===== src/rtl/core/bbsf_pkg.sv =====
// ----------------------------------------------------------------------------
// bbsf_pkg
// Shared types and codes of the buffer binding state filter.
// ----------------------------------------------------------------------------
`default_nettype none

package bbsf_pkg;

  localparam int unsigned MODE_W = 2;
  localparam int unsigned TGT_W  = 3;
  localparam int unsigned SLOT_W = 8;
  localparam int unsigned BUF_W  = 32;

  localparam int unsigned NUM_TARGETS = 4;

  localparam logic [MODE_W-1:0] MODE_BIND       = 2'd0;
  localparam logic [MODE_W-1:0] MODE_BIND_RANGE = 2'd1;
  localparam logic [MODE_W-1:0] MODE_DELETE     = 2'd2;
  localparam logic [MODE_W-1:0] MODE_CLEAR      = 2'd3;

  localparam logic [1:0]       TGT_STORAGE = 2'd2;
  localparam logic [TGT_W-1:0] TGT_STORAGE_CODE = 3'd2;

  localparam int unsigned S_TDATA_W = 112;
  localparam int unsigned S_TUSER_W = 2;
  localparam int unsigned M_TDATA_W = 8;
  localparam int unsigned M_TUSER_W = 1;

  typedef struct packed {
    logic [MODE_W-1:0] mode;
    logic [TGT_W-1:0]  target;
    logic [SLOT_W-1:0] slot;
    logic [BUF_W-1:0]  buffer_id;
    logic [BUF_W-1:0]  range_offset;
    logic [BUF_W-1:0]  range_size;
  } cmd_t;

  typedef struct packed {
    logic forward;
    logic bad_target;
  } res_t;

endpackage

`default_nettype wire


===== src/rtl/core/bbsf_state.sv =====
// ----------------------------------------------------------------------------
// bbsf_state
// Binding cache: per-target buffers and range slot table, updated once per
// command, with the forward / bad target decision for that command.
// ----------------------------------------------------------------------------
`default_nettype none

module bbsf_state
  import bbsf_pkg::*;
#(
  parameter int unsigned RANGE_SLOTS = 8
) (
  input  wire logic clk,
  input  wire logic rst,
  input  wire logic go,
  input  wire cmd_t cmd,
  output res_t      res
);

  localparam int unsigned IDX_W = (RANGE_SLOTS > 1) ? $clog2(RANGE_SLOTS) : 1;

  logic [BUF_W-1:0] bound       [NUM_TARGETS];
  logic [BUF_W-1:0] slot_buffer [RANGE_SLOTS];
  logic [BUF_W-1:0] slot_offset [RANGE_SLOTS];
  logic [BUF_W-1:0] slot_size   [RANGE_SLOTS];

  logic [1:0]       tgt_idx;
  logic [IDX_W-1:0] slot_idx;
  logic             tgt_ok;
  logic             bind_hit;
  logic             cached;
  logic             range_same;

  assign tgt_idx  = cmd.target[1:0];
  assign slot_idx = cmd.slot[IDX_W-1:0];
  assign tgt_ok   = (cmd.target < TGT_W'(NUM_TARGETS));
  assign bind_hit = (bound[tgt_idx] == cmd.buffer_id);
  assign cached   = (cmd.target == TGT_STORAGE_CODE) && (cmd.slot < SLOT_W'(RANGE_SLOTS));
  assign range_same = cached &&
                      (slot_buffer[slot_idx] == cmd.buffer_id) &&
                      (slot_offset[slot_idx] == cmd.range_offset) &&
                      (slot_size[slot_idx] == cmd.range_size);

  always_comb begin
    res = '0;
    case (cmd.mode)
      MODE_BIND: begin
        res.bad_target = !tgt_ok;
        res.forward    = tgt_ok && !bind_hit;
      end
      MODE_BIND_RANGE: begin
        res.forward = !range_same;
      end
      MODE_DELETE: begin
        res.forward = 1'b1;
      end
      MODE_CLEAR: begin
        res.forward = 1'b1;
      end
      default: begin
        res = '0;
      end
    endcase
  end

  always_ff @(posedge clk) begin
    if (rst) begin
      for (int i = 0; i < NUM_TARGETS; i++) bound[i] <= '0;
      for (int i = 0; i < RANGE_SLOTS; i++) begin
        slot_buffer[i] <= '0;
        slot_offset[i] <= '0;
        slot_size[i]   <= '0;
      end
    end else if (go) begin
      case (cmd.mode)
        MODE_BIND: begin
          if (res.forward) bound[tgt_idx] <= cmd.buffer_id;
        end
        MODE_BIND_RANGE: begin
          if (cached && !range_same) begin
            slot_buffer[slot_idx] <= cmd.buffer_id;
            slot_offset[slot_idx] <= cmd.range_offset;
            slot_size[slot_idx]   <= cmd.range_size;
          end
          if (res.forward) bound[TGT_STORAGE] <= cmd.buffer_id;
        end
        MODE_DELETE: begin
          for (int i = 0; i < NUM_TARGETS; i++) begin
            if (bound[i] == cmd.buffer_id) bound[i] <= '0;
          end
          for (int i = 0; i < RANGE_SLOTS; i++) begin
            if (slot_buffer[i] == cmd.buffer_id) slot_buffer[i] <= '0;
          end
        end
        MODE_CLEAR: begin
          for (int i = 0; i < NUM_TARGETS; i++) bound[i] <= '0;
          for (int i = 0; i < RANGE_SLOTS; i++) slot_buffer[i] <= '0;
        end
        default: begin
        end
      endcase
    end
  end

  a_bind_records: assert property (@(posedge clk) disable iff (rst)
    go && (cmd.mode == MODE_BIND) && res.forward
    |=> bound[$past(tgt_idx)] == $past(cmd.buffer_id))
    else $error("forwarded bind not recorded");

  a_range_records: assert property (@(posedge clk) disable iff (rst)
    go && (cmd.mode == MODE_BIND_RANGE) && res.forward
    |=> bound[TGT_STORAGE] == $past(cmd.buffer_id))
    else $error("forwarded range bind not recorded for storage target");

  a_clear_zeroes: assert property (@(posedge clk) disable iff (rst)
    go && (cmd.mode == MODE_CLEAR)
    |=> (bound[0] == '0) && (bound[1] == '0) && (bound[2] == '0) && (bound[3] == '0))
    else $error("clear left a target bound");

  a_delete_drops: assert property (@(posedge clk) disable iff (rst)
    go && (cmd.mode == MODE_DELETE)
    |=> bound[TGT_STORAGE] != $past(cmd.buffer_id) || $past(cmd.buffer_id) == '0)
    else $error("delete left storage target bound to deleted buffer");

endmodule

`default_nettype wire


===== src/rtl/core/buffer_binding_state_filter.sv =====
// ----------------------------------------------------------------------------
// buffer_binding_state_filter
// Drops redundant buffer binding commands from a command stream.
//
// Input channel s_axis: one command word per handshake; tuser carries the
// command mode, tdata the target, slot, buffer and range fields.
// Output channel m_axis: one result word per command, in order; tdata[0]
// is the forward flag, tuser[0] flags an unsupported bind target.
// A command passes the input register, then the result register.
// Throughput: one command per cycle while m_axis_tready is high; the
// per-command decision and cache update fit between the input register
// and the result register.
// Reset: clears both registers' valid flags and zeroes all bound buffers
// and every cached range slot.
// Stall: when m_axis_tready is low the result holds; one more command may
// sit in the input register, after which s_axis_tready drops.
// ----------------------------------------------------------------------------
`default_nettype none

module buffer_binding_state_filter
  import bbsf_pkg::*;
#(
  parameter int unsigned RANGE_SLOTS = 8
) (
  input  wire logic                 clk,
  input  wire logic                 rst,
  input  wire logic                 s_axis_tvalid,
  output logic                      s_axis_tready,
  // target[2:0], slot[10:3], buffer_id[42:11], range_offset[74:43],
  // range_size[106:75], zero pad[111:107]
  input  wire logic [S_TDATA_W-1:0] s_axis_tdata,
  // mode[1:0]
  input  wire logic [S_TUSER_W-1:0] s_axis_tuser,
  output logic                      m_axis_tvalid,
  input  wire logic                 m_axis_tready,
  // forward[0], zero pad[7:1]
  output logic [M_TDATA_W-1:0]      m_axis_tdata,
  // bad_target[0]
  output logic [M_TUSER_W-1:0]      m_axis_tuser
);

  logic in_valid;
  cmd_t in_cmd;
  res_t res_calc;
  res_t out_res;
  logic move;
  logic accept;

  assign move          = in_valid && (!m_axis_tvalid || m_axis_tready);
  assign s_axis_tready = !in_valid || move;
  assign accept        = s_axis_tvalid && s_axis_tready;

  always_ff @(posedge clk) begin
    if (rst) begin
      in_valid <= 1'b0;
    end else if (accept) begin
      in_valid <= 1'b1;
    end else if (move) begin
      in_valid <= 1'b0;
    end
  end

  always_ff @(posedge clk) begin
    if (accept) begin
      in_cmd.mode         <= s_axis_tuser[1:0];
      in_cmd.target       <= s_axis_tdata[2:0];
      in_cmd.slot         <= s_axis_tdata[10:3];
      in_cmd.buffer_id    <= s_axis_tdata[42:11];
      in_cmd.range_offset <= s_axis_tdata[74:43];
      in_cmd.range_size   <= s_axis_tdata[106:75];
    end
  end

  bbsf_state #(
    .RANGE_SLOTS(RANGE_SLOTS)
  ) u_state (
    .clk (clk),
    .rst (rst),
    .go  (move),
    .cmd (in_cmd),
    .res (res_calc)
  );

  always_ff @(posedge clk) begin
    if (rst) begin
      m_axis_tvalid <= 1'b0;
    end else if (move) begin
      m_axis_tvalid <= 1'b1;
    end else if (m_axis_tready) begin
      m_axis_tvalid <= 1'b0;
    end
  end

  always_ff @(posedge clk) begin
    if (move) out_res <= res_calc;
  end

  assign m_axis_tdata = {{(M_TDATA_W-1){1'b0}}, out_res.forward};
  assign m_axis_tuser = out_res.bad_target;

endmodule

`default_nettype wire

===== config.mk =====
export PLATFORM = sky130hd
export DESIGN_NAME = buffer_binding_state_filter
export DESIGN_NICKNAME = d
export VERILOG_FILES = /design/src/rtl/core/bbsf_pkg.sv /design/src/rtl/core/bbsf_state.sv /design/src/rtl/core/buffer_binding_state_filter.sv
export SDC_FILE = /design/constraint.sdc
export NUM_CORES = 2
export LEC_CHECK = 0
export BUFFER_PORTS_ARGS = -buffer_cell sky130_fd_sc_hd__clkbuf_2
export CORE_AREA = 2 2 334 502
export CTS_BUF_LIST = sky130_fd_sc_hd__clkbuf_16
export CTS_CLUSTER_SIZE = 14
export DETAILED_ROUTE_END_ITERATION = 7
export DIE_AREA = 0 0 336 504
export PLACE_DENSITY = 0.51
export SLEW_MARGIN = 20
export SYNTH_ARGS = -nofsm -noshare
export SYNTH_HDL_FRONTEND = slang
export SYNTH_SLANG_ARGS = --single-unit
export TNS_END_PERCENT = 1

===== constraint.sdc =====
create_clock -name clk -period 7.3 [get_ports clk]
set_clock_uncertainty 0.05 [all_clocks]
set_input_delay 0.73 -clock clk [delete_from_list [all_inputs] [get_ports clk]]
set_output_delay 0.73 -clock clk [all_outputs]
set_load 0.03 [all_outputs]

==> metrics.md <==
| Metric | Value |
|---|---|
| Status | `completed` |
| Core area | `165000 um^2` |
| Hold_buf cts | `0` |
| CP peak stage delay | `840 ps` |
| Max Buffers Root-to-Sink | `3` |
| Hold Fails Final Rpt | `0` |
| Initial Util | `0.298` |
| Initial antenna violation count | `4` |
| Clk_lat worst skew | `760 ps` |
| Hold_ws | `around 96 ps` |
| Routed len/inst | `28.2 um` |
| Slowest library cell on the worst path | `dfxtp_4` |
| Total Die Area | `between 150000 and 200000 um^2` |
| Htree depth | `3` |
| Most frequent cells in the layout | `edfxtp_1, and2_1, xor2_1` |
| Leak Pwr | `0.0205 uW` |
| Avg Vias per Cell | `5.06` |
| Die X | `336 um` |
| First-pass GRT wire length | `236000 um` |
| Die Y | `504 um` |
| TritonRoute pass-1 iters | `7` |
| Worst Setup Start Kind | `register` |
| Largest net degree at the start of global routing | `72` |
| Critical path class | `reg2reg` |
| Req. time, crit path | `around 7700 ps` |
| Total grt overflow | `0` |
| TNS Setup | `0 ps` |
| Critical Path End Type | `register` |
| IO Pins | `129` |
| Synth Instances | `3510` |
| Port Buffers | `116` |
| Synth Register Bits | `around 1000` |
| Crit path time final | `6080 ps` |
| Register area share after synthesis | `0.604` |
| # fillers | `16154` |
| Synth Flop Type | `edfxtp_1` |
| Critical Path AT | `about 6500 ps` |
| Final Wtd Congestion | `0.916` |
| Mean Syn Cell Area | `14.0 um^2` |
| CTS resizes | `0` |
| Nets | `3723` |
| PD cells | `245 nW/um^2` |
| Fraction of synthesis flops using an asynchronous set or reset pin | `0` |
| Commonest non-fill, non-tap cell in the layout | `edfxtp_1` |
| Largest fanout on the critical path | `59` |
| Vias in the first global route | `30732` |
| Worst slew pin tran | `1110 ps` |
| Final worst path period share | `0.832` |
| Tot GR Track Use | `0.195` |
| CTS root buffer | `clkbuf_16` |
| DRT Wirelength | `167000 um` |
| Cell Area, Synth | `between 40000 and 50000 um^2` |
| Max-cap violation count | `0` |
| First-iteration detailed-routing DRC count | `2520` |
| Layout area overhead | `14.3%` |
| Ys Warns | `0` |
| Max-slew headroom | `0.251` |
| Unrepaired setup endpoints after global routing | `no` |
| Maximum VDD drop | `0.171 mV` |
| Hold Crit Class | `in2reg` |
| # clock sinks | `1014` |
| Clock transition at path regs | `~70 ps` |
| Critical path's most frequent cell | `buf_4` |
| CTS tree | `yes` |
| Synth cell types | `57` |
| TritonCTS buffer count | `108` |
| EDFF count, synth | `about 940` |
| Final Slew Violations | `0` |
| Setup violators final | `0` |
| Row cnt | `183` |
| Fmax achieved | `between 150 and 200 MHz` |
| Via count | `approximately 30000` |
| Drc violations | `0` |
| Post-CTS setup buffers | `0` |
| Hpwl dp | `around 110000 um` |
| Routed Antenna Nets | `0` |
| Cells along the critical path | `buf_4 > buf_4 > mux4_2 > mux2i_1 > xnor2_1 > nor4_1 > nand3_1 > or4_1 > nor4_4 > buf_4 > buf_4 > buf_4 > nor4_1` |
| Share of cells above drive strength 1 | `0.178` |
## flip-flops by register name (all words and copies together), names as in the netlist, 109 cells and up, named ones only
| register | flops |
|---|---|
| u_state.slot_buffer | 256 |
| u_state.slot_offset | 256 |
| in_cmd | 109 |
| u_state.bound | 128 |
| u_state.slot_size | 256 |
## cells by family after synthesis
kind of cell / share of synthesized area
other cells: 0.0000762
flops: 0.604
mux: 0.121
simple gates: 0.149
buf+inv: 0.0305
compound gates: 0.0134
xor+xnor: 0.0825
## cells in the mapped netlist (all sizes together) (2+ instances only)
master	n	area share
nor3	67	0.0071
o2111ai	2	0.00036
nand3	26	0.0026
and3	2	0.00025
nor2	59	0.0045
o21ai	12	0.0012
clkinv	16	0.0012
o21a	2	0.00030
xor2	261	0.046
nor2b	38	0.0048
nand2b	5	0.00064
and2	619	0.079
a22oi	22	0.0034
inv	23	0.0018
dfxtp	71	0.029
o221ai	2	0.00036
edfxtp	943	0.58
a2bb2oi	2	0.00036
xnor2	203	0.036
mux2i	189	0.038
or3	18	0.0023
or4	9	0.0014
or2	9	0.0011
nand4b	4	0.00071
nand4	59	0.0075
o31ai	2	0.00030
buf	102	0.013
o22ai	16	0.0020
a2111oi	4	0.00071
a221oi	5	0.00089
a211oi	3	0.00046
a21oi	6	0.00061
mux2	38	0.0087
nor4	246	0.032
mux4	161	0.074
nand2	57	0.0043
nor3b	2	0.00030
clkbuf	185	0.014
o211ai	3	0.00046
or4b	2	0.00041
a22o	4	0.00071
## routing by layer
metal / vias up / GRT usage / wire (um)
li1: 13185 / - / -
met2: 989 / 0.335 / 83500
met4: 2 / 0.101 / 9110
met3: 278 / 0.0214 / 7950
met1: 15532 / 0.241 / 66300
met5: - / 0 / 9
## per-stage QoR
stage	instances	cell area (um^2)	total power (uW)	setup WS, ps	utilization
global placement	5714	52600	8240	1300	0.319
CTS	5919	56200	14000	1200	0.341
detailed placement	5714	52600	8240	1260	0.319
finish	5922	56300	13800	1220	0.341
global route	5921	56300	14200	1030	0.341
floorplan	3516	49300	7590	2760	-
## worst paths after layout
kind / slack [ps] / startpoint / to / cells after the start
worst max-delay path: 1220 / register / u_state.slot_buffer[7][14]$_SDFFCE_PN0P_ / 13
worst min-delay path: 100 / s_axis_tdata[67] / in_cmd[56]$_DFFE_PP_ / 1
worst max register to register: 1220 / register / u_state.slot_buffer[7][14]$_SDFFCE_PN0P_ / 13
worst min register to register: 430 / u_state.bound[2][6]$_SDFFE_PP0P_ / u_state.bound[2][6]$_SDFFE_PP0P_ / 2
## where the power goes
part	internal, uW	switching (uW)	total [uW]
clock	3220	2480	5710
sequential	6550	186	6740
combinational	494	871	1360
total	10300	3540	13800
## layout make-up
| type | instances | area, um^2 | share of cell area |
|---|---|---|---|
| Sequential cell | 1014 | 29700 | 0.529 |
| Multi-Input combinational cell | 2176 | 18100 | 0.322 |
| Tap cell | 2220 | 2780 | 0.0494 |
| Clock buffer | 109 | 2730 | 0.0485 |
| Timing Repair Buffer | 266 | 1830 | 0.0326 |
| Clock inverter | 96 | 910 | 0.0162 |
| Inverter | 39 | 151 | 0.00269 |
| Antenna cell | 2 | 5.00 | 0.0000890 |
## critical path, delay by kind of cell, from the launching register on
family	cells	cell delay, ps
xor+xnor	1	120
buf+inv	5	2230
flops	1	840
mux	2	700
simple gates	5	1700
(Power assumes the default switching activity.)
